File: config.mk
export PLATFORM = sky130hd
export DESIGN_NAME = indexed_double_ended_queue_unit
export DESIGN_NICKNAME = d
export VERILOG_FILES = /design/src/hdl/idq_pkg.sv /design/src/hdl/idq_cell.sv /design/src/hdl/indexed_double_ended_queue_unit.sv
export SDC_FILE = /design/constraint.sdc
export NUM_CORES = 1
export LEC_CHECK = 0
export BUFFER_PORTS_ARGS = -buffer_cell sky130_fd_sc_hd__buf_2
export CORE_MARGIN = 2
export CORE_UTILIZATION = 35
export DETAILED_ROUTE_END_ITERATION = 8
export PLACE_DENSITY = 0.57
export SETUP_SLACK_MARGIN = 0.1
export SYNTH_ARGS = -nofsm -noshare
export SYNTH_HDL_FRONTEND = slang
export SYNTH_SLANG_ARGS = --single-unit
File: constraint.sdc
create_clock -name clk -period 7.4 [get_ports clk]
set_input_delay 1.48 -clock clk [delete_from_list [all_inputs] [get_ports clk]]
set_output_delay 1.48 -clock clk [all_outputs]
set_load 0.005 [all_outputs]
File: src/hdl/idq_pkg.sv
package idq_pkg;

  // Fixed field widths of the stream items
  localparam int WORD_W   = 32;
  localparam int POS_W    = 4;
  localparam int OCC_W    = 5;
  localparam int STATUS_W = 2;
  localparam int ACTION_W = 3;

  // Padded tdata widths (whole bytes)
  localparam int IN_TDATA_W  = 40;
  localparam int OUT_TDATA_W = 40;

  // Default configuration
  localparam int DEPTH_DEF  = 16;
  localparam int DATA_W_DEF = 32;

  typedef enum logic [ACTION_W-1:0] {
    ACT_PUSH_BACK  = 3'd0,
    ACT_PUSH_FRONT = 3'd1,
    ACT_POP_FRONT  = 3'd2,
    ACT_POP_BACK   = 3'd3,
    ACT_READ_AT    = 3'd4,
    ACT_DELETE_AT  = 3'd5
  } action_t;

  typedef enum logic [STATUS_W-1:0] {
    ST_OK    = 2'd0,
    ST_EMPTY = 2'd1,
    ST_RANGE = 2'd2,
    ST_FULL  = 2'd3
  } status_t;

  // Command broadcast to every cell of the row
  typedef enum logic [1:0] {
    CELL_HOLD       = 2'd0,
    CELL_LOAD_AT    = 2'd1,
    CELL_SHIFT_IN   = 2'd2,
    CELL_CLOSE_FROM = 2'd3
  } cell_cmd_t;

endpackage

File: src/hdl/idq_cell.sv
module idq_cell #(
  parameter int DATA_W = idq_pkg::DATA_W_DEF,
  parameter int IDX_W  = 4,
  parameter int INDEX  = 0
) (
  input  logic                   clk,
  input  idq_pkg::cell_cmd_t     cmd,
  input  logic [IDX_W-1:0]       target,
  input  logic [DATA_W-1:0]      load_word,
  input  logic [DATA_W-1:0]      prev_word,
  input  logic [DATA_W-1:0]      next_word,
  output logic [DATA_W-1:0]      word
);

  localparam logic [IDX_W-1:0] MY_IDX = IDX_W'(INDEX);

  logic [DATA_W-1:0] word_next;

  // Pick this cell's new content from the broadcast command
  always_comb begin
    word_next = word;
    case (cmd)
      idq_pkg::CELL_LOAD_AT: begin
        if (MY_IDX == target) word_next = load_word;
      end
      idq_pkg::CELL_SHIFT_IN: begin
        word_next = prev_word;
      end
      idq_pkg::CELL_CLOSE_FROM: begin
        if (MY_IDX >= target) word_next = next_word;
      end
      default: begin
        word_next = word;
      end
    endcase
  end

  always_ff @(posedge clk) begin
    word <= word_next;
  end

endmodule

File: src/hdl/indexed_double_ended_queue_unit.sv
// Bounded double-ended queue of DEPTH words held in a row of cells, entry 0
// at the front. Each transaction on the input stream carries one action in
// tuser (push back, push front, pop front, pop back, read at position,
// delete at position) and gives exactly one result transaction: status in
// tuser, the word popped, read or deleted (zero otherwise) and the occupancy
// after the action. Every action, indexed delete included, is one row update:
// all cells shift together in the same clock, so the block accepts one
// transaction per cycle whenever the result register is free or being taken.

module indexed_double_ended_queue_unit #(
  parameter int DEPTH  = idq_pkg::DEPTH_DEF,
  parameter int DATA_W = idq_pkg::DATA_W_DEF
) (
  input  logic                            clk,
  input  logic                            rst,
  // tdata: push_word [31:0], position [35:32], zero pad [39:36]
  input  logic [idq_pkg::IN_TDATA_W-1:0]  s_tdata,
  // tuser: action [2:0]
  input  logic [idq_pkg::ACTION_W-1:0]    s_tuser,
  input  logic                            s_tvalid,
  output logic                            s_tready,
  // tdata: out_word [31:0], occupancy [36:32], zero pad [39:37]
  output logic [idq_pkg::OUT_TDATA_W-1:0] m_tdata,
  // tuser: status [1:0]
  output logic [idq_pkg::STATUS_W-1:0]    m_tuser,
  output logic                            m_tvalid,
  input  logic                            m_tready
);

  localparam int IDX_W  = (DEPTH > 1) ? $clog2(DEPTH) : 1;
  localparam int CNT_W  = $clog2(DEPTH + 1);
  localparam int CMP_W  = (CNT_W > idq_pkg::POS_W) ? CNT_W : idq_pkg::POS_W;
  localparam int WEXT_W = (DATA_W > idq_pkg::WORD_W) ? DATA_W : idq_pkg::WORD_W;
  localparam int OEXT_W = (CNT_W > idq_pkg::OCC_W) ? CNT_W : idq_pkg::OCC_W;
  localparam logic [CNT_W-1:0] DEPTH_CNT = CNT_W'(DEPTH);
  localparam logic [CNT_W-1:0] ONE_CNT   = CNT_W'(1);

  // Control registers
  logic [CNT_W-1:0] count;
  logic [CNT_W-1:0] count_next;

  // Result register
  idq_pkg::status_t            res_status;
  logic [idq_pkg::WORD_W-1:0]  res_word;
  logic [idq_pkg::OCC_W-1:0]   res_occ;

  // Decode
  logic                        accept;
  idq_pkg::action_t            action;
  logic [idq_pkg::WORD_W-1:0]  push_word;
  logic [idq_pkg::POS_W-1:0]   position;
  logic [WEXT_W-1:0]           push_ext;
  logic [DATA_W-1:0]           load_word;
  logic                        full;
  logic                        empty;
  logic                        in_range;
  logic [CMP_W-1:0]            pos_cmp;
  logic [CMP_W-1:0]            cnt_cmp;
  logic [IDX_W-1:0]            pos_idx;
  logic [CNT_W-1:0]            cnt_m1;
  logic [IDX_W-1:0]            rd_idx;
  logic [DATA_W-1:0]           rd_word;
  logic [WEXT_W-1:0]           rd_ext;
  logic [OEXT_W-1:0]           occ_ext;
  idq_pkg::cell_cmd_t          cmd;
  logic [IDX_W-1:0]            target;
  idq_pkg::status_t            status_next;
  logic                        take_word;

  logic [DATA_W-1:0] cell_word [DEPTH];

  assign accept    = s_tvalid && s_tready;
  assign s_tready  = !m_tvalid || m_tready;

  assign action    = idq_pkg::action_t'(s_tuser);
  assign push_word = s_tdata[idq_pkg::WORD_W-1:0];
  assign position  = s_tdata[idq_pkg::WORD_W +: idq_pkg::POS_W];
  assign push_ext  = WEXT_W'(push_word);
  assign load_word = push_ext[DATA_W-1:0];

  assign full     = (count == DEPTH_CNT);
  assign empty    = (count == '0);
  assign pos_cmp  = CMP_W'(position);
  assign cnt_cmp  = CMP_W'(count);
  assign in_range = (pos_cmp < cnt_cmp);
  assign pos_idx  = pos_cmp[IDX_W-1:0];
  assign cnt_m1   = count - ONE_CNT;

  // Decode the action into a cell command, a read index and a new count
  always_comb begin
    cmd         = idq_pkg::CELL_HOLD;
    target      = '0;
    rd_idx      = '0;
    take_word   = 1'b0;
    status_next = idq_pkg::ST_OK;
    count_next  = count;
    case (action)
      idq_pkg::ACT_PUSH_BACK: begin
        if (full) begin
          status_next = idq_pkg::ST_FULL;
        end else begin
          cmd        = idq_pkg::CELL_LOAD_AT;
          target     = count[IDX_W-1:0];
          count_next = count + ONE_CNT;
        end
      end
      idq_pkg::ACT_PUSH_FRONT: begin
        if (full) begin
          status_next = idq_pkg::ST_FULL;
        end else begin
          cmd        = idq_pkg::CELL_SHIFT_IN;
          count_next = count + ONE_CNT;
        end
      end
      idq_pkg::ACT_POP_FRONT: begin
        if (empty) begin
          status_next = idq_pkg::ST_EMPTY;
        end else begin
          cmd        = idq_pkg::CELL_CLOSE_FROM;
          take_word  = 1'b1;
          count_next = cnt_m1;
        end
      end
      idq_pkg::ACT_POP_BACK: begin
        if (empty) begin
          status_next = idq_pkg::ST_EMPTY;
        end else begin
          rd_idx     = cnt_m1[IDX_W-1:0];
          take_word  = 1'b1;
          count_next = cnt_m1;
        end
      end
      idq_pkg::ACT_READ_AT: begin
        if (!in_range) begin
          status_next = idq_pkg::ST_RANGE;
        end else begin
          rd_idx    = pos_idx;
          take_word = 1'b1;
        end
      end
      idq_pkg::ACT_DELETE_AT: begin
        if (!in_range) begin
          status_next = idq_pkg::ST_RANGE;
        end else begin
          cmd        = idq_pkg::CELL_CLOSE_FROM;
          target     = pos_idx;
          rd_idx     = pos_idx;
          take_word  = 1'b1;
          count_next = cnt_m1;
        end
      end
      default: begin
        status_next = idq_pkg::ST_OK;
      end
    endcase
    if (!accept) begin
      cmd = idq_pkg::CELL_HOLD;
    end
  end

  // Row of cells; each neighbour feeds the next in both directions
  for (genvar i = 0; i < DEPTH; i++) begin : g_cell
    logic [DATA_W-1:0] prev_w;
    logic [DATA_W-1:0] next_w;
    if (i == 0) begin : g_first
      assign prev_w = load_word;
    end else begin : g_mid
      assign prev_w = cell_word[i-1];
    end
    if (i == DEPTH - 1) begin : g_last
      assign next_w = cell_word[i];
    end else begin : g_inner
      assign next_w = cell_word[i+1];
    end
    idq_cell #(
      .DATA_W (DATA_W),
      .IDX_W  (IDX_W),
      .INDEX  (i)
    ) u_cell (
      .clk       (clk),
      .cmd       (cmd),
      .target    (target),
      .load_word (load_word),
      .prev_word (prev_w),
      .next_word (next_w),
      .word      (cell_word[i])
    );
  end

  // Select the word leaving the queue
  assign rd_word = cell_word[rd_idx];
  assign rd_ext  = WEXT_W'(rd_word);
  assign occ_ext = OEXT_W'(count_next);

  // Hold occupancy and output handshake
  always_ff @(posedge clk) begin
    if (rst) begin
      count    <= '0;
      m_tvalid <= 1'b0;
    end else begin
      if (accept) begin
        count    <= count_next;
        m_tvalid <= 1'b1;
      end else if (m_tready) begin
        m_tvalid <= 1'b0;
      end
    end
  end

  // Capture the result transaction
  always_ff @(posedge clk) begin
    if (accept) begin
      res_status <= status_next;
      res_word   <= take_word ? rd_ext[idq_pkg::WORD_W-1:0] : '0;
      res_occ    <= occ_ext[idq_pkg::OCC_W-1:0];
    end
  end

  assign m_tuser = res_status;
  assign m_tdata = {{(idq_pkg::OUT_TDATA_W - idq_pkg::WORD_W - idq_pkg::OCC_W){1'b0}},
                    res_occ, res_word};

endmodule

Word level (Yosys, flattened, before mapping)
Index checks and enable logic that the tools add are counted.

word-level totals
  bits in registers = 557
  bits in latches = 0
  RAM bits = 0
  ROM bits = 0
  input bits = 47
  memories = 0

operators by class
  $add $sub $neg = 2
  $mul = 0
  div/mod/pow operators = 0
  $lt $le $gt $ge = 17
  equality and inequality tests = 55
  shift operators = 0
  multiplexer cells = 74
  bitwise operators = 1
  reduce and logical (&&, ||, !) cells = 28

operators by type and width
  operator            number
  $pmux 32 s3         15
  $mux 32             33
  $bmux 32 s4         1
  $pmux 32 s2         1
  $ne 2x1->1 const B  31
  $reduce_and 3->1    15
  $eq 4x4->1 const A  8
  $ge 4x4->1 const A  7
  $eq 3x4->1 const A  4
  $ge 3x4->1 const A  4
  $pmux 4 s2          2
  $mux 5              3
  $pmux 5 s3          1
  $mux 2              6
  $mux 4              3
  $eq 2x4->1 const A  2
  $ge 1x4->1 const A  2
  $ge 2x4->1 const A  2
  $pmux 2 s4          1
  $eq 3x2->1 const B  2
  $eq 3x3->1 const B  2
  $mux 1              6
  $pmux 2 s3          1
  $reduce_or 2->1     3
  other kinds (20)    22

Depth between registers and ports, before layout
Gate-level depths: netlist of run 1.

  depth after elaboration = 7
  depth in mapped cells = 16

By module
A second synthesis of run 1 with hierarchy kept.

unflattened totals
  cell total of the unflattened synthesis = 3,112
  area, all modules = 33,420.8 µm²

modules (own cells, without submodules)
  module                            instances  cells each  area an instance (µm²)  seq. area each (µm²)
  indexed_double_ended_queue_unit   1          841         6,391.1                 1,291.2
  idq_cell (g_cell[12].u_cell ...)  2          142         1,686.6                 960.9
  idq_cell (g_cell[0].u_cell ...)   2          141         1,682.9                 960.9
  idq_cell (g_cell[5].u_cell)       1          144         1,712.9                 960.9
  idq_cell (g_cell[6].u_cell)       1          144         1,700.4                 960.9
  idq_cell (g_cell[2].u_cell)       1          142         1,697.9                 960.9
  idq_cell (g_cell[14].u_cell)      1          142         1,692.9                 960.9
  idq_cell (g_cell[10].u_cell)      1          142         1,691.6                 960.9
  idq_cell (g_cell[13].u_cell)      1          141         1,691.6                 960.9
  idq_cell (g_cell[4].u_cell)       1          142         1,689.1                 960.9
  idq_cell (g_cell[9].u_cell)       1          142         1,685.4                 960.9
  idq_cell (g_cell[3].u_cell)       1          142         1,684.1                 960.9
  idq_cell (g_cell[1].u_cell)       1          142         1,682.9                 960.9
  idq_cell (g_cell[11].u_cell)      1          141         1,681.6                 960.9
  idq_cell (g_cell[7].u_cell)       1          141         1,680.4                 960.9

Worst setup path after synthesis of run 1
Ideal clock, no wire load.

  path kind = input -> register
  start point = input s_tdata[35] in the netlist's numbering
  end point = register g_cell[13].u_cell.word[0], enable pin
  setup time = 0.470 ns
  arrival time = 5.557 ns
  required time = 6.930 ns
  path slack = 1.373 ns
  stages on the path = 8
  cell sequence = ha_1 -> or3_4 -> a21oi_1 -> o31a_1 -> a22o_1 -> clkbuf_1 -> a21oi_1 -> a211oi_1

on the way
  longest elaborated chain between the ends = 7
  elaborated cells between the ends (all ways) = 15
  those cells by class = order compare (2); eq/ne (6); mux (5); reduce/logical (2)

RTL lines
  element                                             line                                   text
  from (decl)                                         indexed_double_ended_queue_unit.sv:17  input logic [idq_pkg::IN_TDATA_W-1:0] s_tdata,
  branches (longest 6 deep; another with $lt 4x5->1)  -
  $reduce_and 3->1 (no line) *                        -
  to (signal assigned)                                idq_cell.sv:39                         word <= word_next;
  to (decl)                                           idq_cell.sv:12                         output logic [DATA_W-1:0] word

Every way passes the cells marked *.
A chain may end at the register's enable or synchronous reset.

Final worst setup path of run 1
  start point = input s_tdata[34] in the netlist's numbering
  end point = register g_cell[10].u_cell.word[6], enable pin

on the way
  longest elaborated chain between the ends = 7
  elaborated cells between the ends (all ways) = 15
  those cells by class = order compare (2); eq/ne (6); mux (5); reduce/logical (2)

RTL lines
  element                                             line
  branches (longest 6 deep; another with $lt 4x5->1)  -
  $reduce_and 3->1 (no line) *                        -
  to (signal assigned)                                idq_cell.sv:39
  to (decl)                                           idq_cell.sv:12

Marked as above.

==> results of run 1 <==
-- area by class of cell --
type	count	area, sq um
flip-flops and latches	557	16670
clock buffers	79	1764
diodes	2	5.005
fillers	7683	49640
multi-input cells	1555	11270
clock inverters	38	291.5
inverters	13	50.05
well taps	1070	1339
repair buffers	123	828.3
-- logic make-up (layout without fill, tap and decap cells) --
group,count (synthesis),in the layout,synth area share [%]
other,1,5,0.01300
flip-flops,557,557,57.78
AO/OA/AOI/OAI,738,738,23.19
AND/OR/NAND/NOR,671,671,9.716
buffers and inverters,265,253,4.247
adder cells (fa/ha/maj),12,12,0.5205
XOR/XNOR,4,4,0.1215
multiplexers,127,127,4.411
-- worst paths after layout --
path | startpoint | to | slack (ps) | cells after the start
worst max-delay path | s_tdata[34] | g_cell[10].u_cell.word[6]$_DFFE_PP_ | 1900 | 9
worst max register to register | cnt_cmp[2]$_SDFFE_PP0P_ | g_cell[10].u_cell.word[6]$_DFFE_PP_ | 2060 | 9
worst min-delay path | m_tvalid$_SDFFE_PP0P_ | m_tvalid$_SDFFE_PP0P_ | 530 | 2
worst min register to register | m_tvalid$_SDFFE_PP0P_ | m_tvalid$_SDFFE_PP0P_ | 530 | 2
-- layer usage --
metal | routed length, um | track usage, % | vias up
met5 | 48 | 0 | -
met4 | 2722 | 7.064 | 8
met3 | 6959 | 3.382 | 184
met2 | 41750 | 32.63 | 1102
met1 | 38960 | 28.37 | 11300
li1 | - | - | 9642
-- per-stage QoR --
step / total power, uW / std cells / instance area, sq um
2_1_floorplan: 4644 / 2377 / 28850
3_3_place_gp: 5006 / 3318 / 30150
3_5_place_dp: 5031 / 3318 / 30150
4_1_cts: 8244 / 3435 / 32210
5_1_grt: 8459 / 3436 / 32210
6_report: 8174 / 3437 / 32210
-- cells in the final DEF, fill, tap and decap left out, drive strengths merged, types with 19 or more instances in the layout --
cell / n
nand3: 74
clkinv: 31
a32oi: 63
mux2i: 126
a221oi: 34
nor2: 145
nand2: 384
buf: 123
o221ai: 33
clkbuf: 79
a221o: 448
a21oi: 28
edfxtp: 551
o22ai: 67
and2: 37
o21ai: 19
-- where the power goes --
part | switching (uW) | internal, uW
clock network | 1350 | 1840
registers | 143 | 3750
logic | 710 | 380
-- worst max-delay path, stage by stage --
cell,delay [ps]
buf_2,230
ha_1,330
o21ai_1,150
nor2b_1,190
o31a_1,460
o21ai_4,830
o21ai_0,600
a21oi_4,830
buf_4,580
-- sequential cells by signal, indices dropped and copies added (netlist names) --
signal	cells
m_tvalid	1
g_cell.u_cell.word	512
cnt_cmp	5
res_occ	5
res_word	32
m_tuser	2
==> impl_metrics.env, run 1 <==
export IMPL_io_pins=91
export IMPL_cts_root_buf="clkbuf_16"
export IMPL_crit_path_start_kind="input pin"
export IMPL_cts_setup_buffers=0
export IMPL_post_drt_via_cell_ratio=6.469
export IMPL_antenna_found_initial=7
export IMPL_synth_cell_types=63
export IMPL_worstMarginPinSlew_ps=1110
export IMPL_final_setup_tns_ps=0
export IMPL_syn_area_sq_mm=0.02885
export IMPL_holdBufCountCts=0
export IMPL_first_global_vias=21360
export IMPL_async_reset_ff_share_pct=0
export IMPL_period_needed_ps=5498
export IMPL_cellLeakagePower_uw=0.01131
export IMPL_synth_top_area_cell="edfxtp_1"
export IMPL_place_port_buffers=83
export IMPL_netlist_top_cells_count="edfxtp_1, a221o_1, nand2_1"
export IMPL_pre_cts_ws_ps=1302
export IMPL_slew_violations=0
export IMPL_place_congestion=0.8253
export IMPL_cp_arrival_ps=5730
export IMPL_clock_latency_ps=590
export IMPL_ys_seq_elements=557
export IMPL_hold_class="reg -> reg"
export IMPL_powerDensity_mw_per_mm2=253.8
export IMPL_area_delta_synth_final_pct=11.67
export IMPL_maxCapViolCount=0
export IMPL_holdWs_ps=533.8
export IMPL_outcome="complete, no violations"
export IMPL_grt_pass1_wl_mm=134.8
export IMPL_cts_resized=0
export IMPL_synth_edf_count=551
export IMPL_synth_cells=2375
export IMPL_cts_max_path_buffers=3
export IMPL_dr_pass1_iters=6
export IMPL_post_route_period_util_pct=74.29
export IMPL_fin_util_pct=39.36
export IMPL_die_h_um=291.1
export IMPL_worstPathRequired_ps=7630
export IMPL_setup_ws_ps=1902
export IMPL_wire_per_inst_um=26.32
export IMPL_grt_max_degree=232
export IMPL_synth_main_ff_cell="edfxtp_1"
export IMPL_drcViolationCount=0
export IMPL_die_area_sq_mm=0.08473
export IMPL_drtAntennaViolNets=0
export IMPL_fin_skew_ps=24.39
export IMPL_cts_buffers=66
export IMPL_dr_total_vias=22230
export IMPL_initial_core_util_pct=35.24
export IMPL_crit_fanout=21
export IMPL_slew_headroom_pct=26.01
export IMPL_drt_wl_total_mm=90.45
export IMPL_grt_util_all_layers_pct=20.52
export IMPL_avgSynthCellArea_sq_um=12.15
export IMPL_fp_row_count=105
export IMPL_finalHoldViolations=0
export IMPL_endpoint_kind="register"
export IMPL_setup_viol=0
export IMPL_yosysTopAreaCellShare_pct=57.36
export IMPL_seq_area_frac_synth_pct=57.78
export IMPL_rsz0062_at_grt="no"
export IMPL_core_sq_mm=0.08185
export IMPL_grt_ovfl_total=0
export IMPL_max_freq_mhz=181.9
export IMPL_chipWidth_um=291.1
export IMPL_cts_max_level=3
export IMPL_clkSinkCount=557
export IMPL_drt_first_iter_violations=3159
export IMPL_cts_tree="built"
export IMPL_nNetsFinal=2375
export IMPL_clk_pin_slew_ps=60
export IMPL_hpwl_mm=47.80
export IMPL_synth_area_top_cells="edfxtp_1, a221o_1, nand2_1"
export IMPL_critical_path_class="in -> reg"
export IMPL_yosysMostFrequentCell="edfxtp_1"
export IMPL_worst_ir_drop_vdd_mv=0.1621
export IMPL_drive_gt1_share_pct=10.82
export IMPL_yosysWarningCount=0
Power figures use the tool's default switching activity.
==> run 2: changes to the inputs <==
Settings changed: PLACE_DENSITY 0.57 to 0.59.
Clock period 7.4 ns to 5 ns, I/O delays scaled along.
==> run 2 against run 1 <==
  * Sequential power is 48% higher
  * Sequential share of layout area shrank 0.98 points
  * Cell count is 1.1% higher
  * Sequential cell count unchanged
  * Die area unchanged
  * Clock-buffer cell count up 2
  * Combinational power increased by 54%
  * Critical path depth up 1
  * Total power is 49% higher
  * Via count rose by 0.29%
  * Critical path type is now reg -> reg
==> impl_metrics.env, run 2 (same netlist as run 1, synthesis figures left out) <==
export IMPL_grt_ovfl_total=0
export IMPL_antenna_found_initial=5
export IMPL_r2r_start="cnt_cmp[2]$_SDFFE_PP0P_"
export IMPL_cp_arrival_ps=4640
export IMPL_max_freq_mhz=227.5
export IMPL_first_global_vias=21260
export IMPL_maxCapViolCount=0
export IMPL_die_area_sq_mm=0.08473
export IMPL_pwr_share_seq_pct=47.2
export IMPL_outcome="complete, no violations"
export IMPL_largest_register="g_cell.u_cell.word"
export IMPL_grt_util_met1_pct=28.31
export IMPL_grt_max_degree=206
export IMPL_use_met2_pct=32.53
export IMPL_post_drt_via_cell_ratio=6.417
export IMPL_place_congestion=0.8265
export IMPL_worst_ir_drop_vdd_mv=0.2440
export IMPL_largestRegisters="g_cell.u_cell.word (512), res_word (32)"
export IMPL_drt_first_iter_violations=2915
export IMPL_nNetsFinal=2413
export IMPL_chipWidth_um=291.1
export IMPL_fp_row_count=105
export IMPL_worstMarginPinSlew_ps=992.3
export IMPL_cts_setup_buffers=0
export IMPL_critical_path_class="reg -> reg"
export IMPL_post_route_period_util_pct=87.90
export IMPL_crit_path_start_kind="register"
export IMPL_n_fill_cell=7628
export IMPL_crit_fanout=27
export IMPL_clk_pin_slew_ps=60
export IMPL_cts_buffers=67
export IMPL_fin_skew_ps=22.14
export IMPL_initial_core_util_pct=35.24
export IMPL_stdcell_count=3475
export IMPL_core_sq_mm=0.08185
export IMPL_cts_tree="built"
export IMPL_holdBufCountCts=0
export IMPL_clock_latency_ps=600
export IMPL_cts_max_path_buffers=3
export IMPL_startpoint="cnt_cmp[2]$_SDFFE_PP0P_"
export IMPL_largest_reg_flops=512
export IMPL_switchingPower_uw=3263
export IMPL_drtAntennaViolNets=0
export IMPL_final_common_cell="edfxtp_1"
export IMPL_finalHoldViolations=0
export IMPL_clock_power_share_pct=39.0
export IMPL_period_needed_ps=4395
export IMPL_endpoint_kind="register"
export IMPL_die_h_um=291.1
export IMPL_drt_wl_total_mm=90.26
export IMPL_grt_pass1_wl_mm=135.1
export IMPL_slew_violations=0
export IMPL_min_from="m_tvalid$_SDFFE_PP0P_"
export IMPL_drive_gt1_share_pct=12.11
export IMPL_dp_cells=3355
export IMPL_final_setup_tns_ps=0
export IMPL_comb_power_share_pct=13.8
export IMPL_setup_viol=0
export IMPL_swShare_pct=26.73
export IMPL_powerDensity_mw_per_mm2=371.8
export IMPL_grt_util_all_layers_pct=20.59
export IMPL_cts_max_level=3
export IMPL_io_pins=91
export IMPL_dr_total_vias=22300
export IMPL_grt_busiest_layer="met2"
export IMPL_slew_headroom_pct=33.85
export IMPL_cts_root_buf="clkbuf_16"
export IMPL_hpwl_mm=49.57
export IMPL_intPower_uw=8945
export IMPL_drcViolationCount=0
export IMPL_layout_common_cells="edfxtp_1, a221o_1, nand2_1, nor2_1, mux2i_1"
export IMPL_place_port_buffers=83
export IMPL_wire_per_inst_um=25.97
export IMPL_dr_pass1_iters=5
export IMPL_cts_resized=0
export IMPL_holdWs_ps=541.6
export IMPL_cellLeakagePower_uw=0.01159
export IMPL_worstPathRequired_ps=5250
export IMPL_hold_class="reg -> reg"
export IMPL_rsz0062_at_grt="no"
export IMPL_clkSinkCount=557
export IMPL_area_delta_synth_final_pct=13.82
export IMPL_use_met3_pct=4.138
run 2: stage by stage:
stage	utilization [%]	power (uW)	area, sq um	worst slack (ps)
2_1_floorplan	-	6871	28870	133.5
3_3_place_gp	37.57	7481	30750	477.6
3_5_place_dp	37.57	7513	30750	423.6
4_1_cts	40.11	12290	32830	666.7
5_1_grt	40.11	12650	32830	306.7
6_report	40.11	12210	32830	604.9
run 2: worst paths after layout:
| kind | end | depth (start not counted) | slack, ps |
|---|---|---|---|
| min | m_tvalid$_SDFFE_PP0P_ | 2 | 540 |
| max | g_cell[12].u_cell.word[11]$_DFFE_PP_ | 10 | 600 |
| min reg2reg | m_tvalid$_SDFFE_PP0P_ | 2 | 540 |
| max reg2reg | g_cell[12].u_cell.word[11]$_DFFE_PP_ | 10 | 600 |
run 2: worst max-delay path: stages (launching register included):
cell     delay, ps
dfxtp_1        690
inv_1          230
ha_1           330
or3_4          420
a21oi_1        280
o31a_1         610
a22oi_1        390
nor2_1         220
nand2_1        110
a21oi_4        370
buf_12         350
run 2: layer usage:
layer	vias to the layer above	wire length (um)
met3	171	7958
li1	9727	-
met4	6	2271
met5	-	40
met2	1180	42020
met1	11220	37970
run 2: area by class of cell:
| type | count | area (sq um) | area share (%) |
|---|---|---|---|
| Antenna cell | 2 | 5.005 | 0.01524 |
| Clock buffer | 81 | 1729 | 5.267 |
| Clock inverter | 37 | 347.8 | 1.059 |
| Inverter | 13 | 50.05 | 0.1524 |
| Multi-Input combinational cell | 1555 | 11260 | 34.31 |
| Sequential cell | 557 | 16670 | 50.76 |
| Tap cell | 1070 | 1339 | 4.078 |
| Timing Repair Buffer | 160 | 1431 | 4.360 |
run 2: power groups by stage:
stage / registers (uW) / logic [uW] / clock network (uW)
global route: 5790 / 1810 / 5040
detailed placement: 5850 / 1660 / 0
floorplan: 5790 / 1080 / 0
finish: 5760 / 1680 / 4760
global placement: 5840 / 1640 / 0
CTS: 5760 / 1670 / 4860
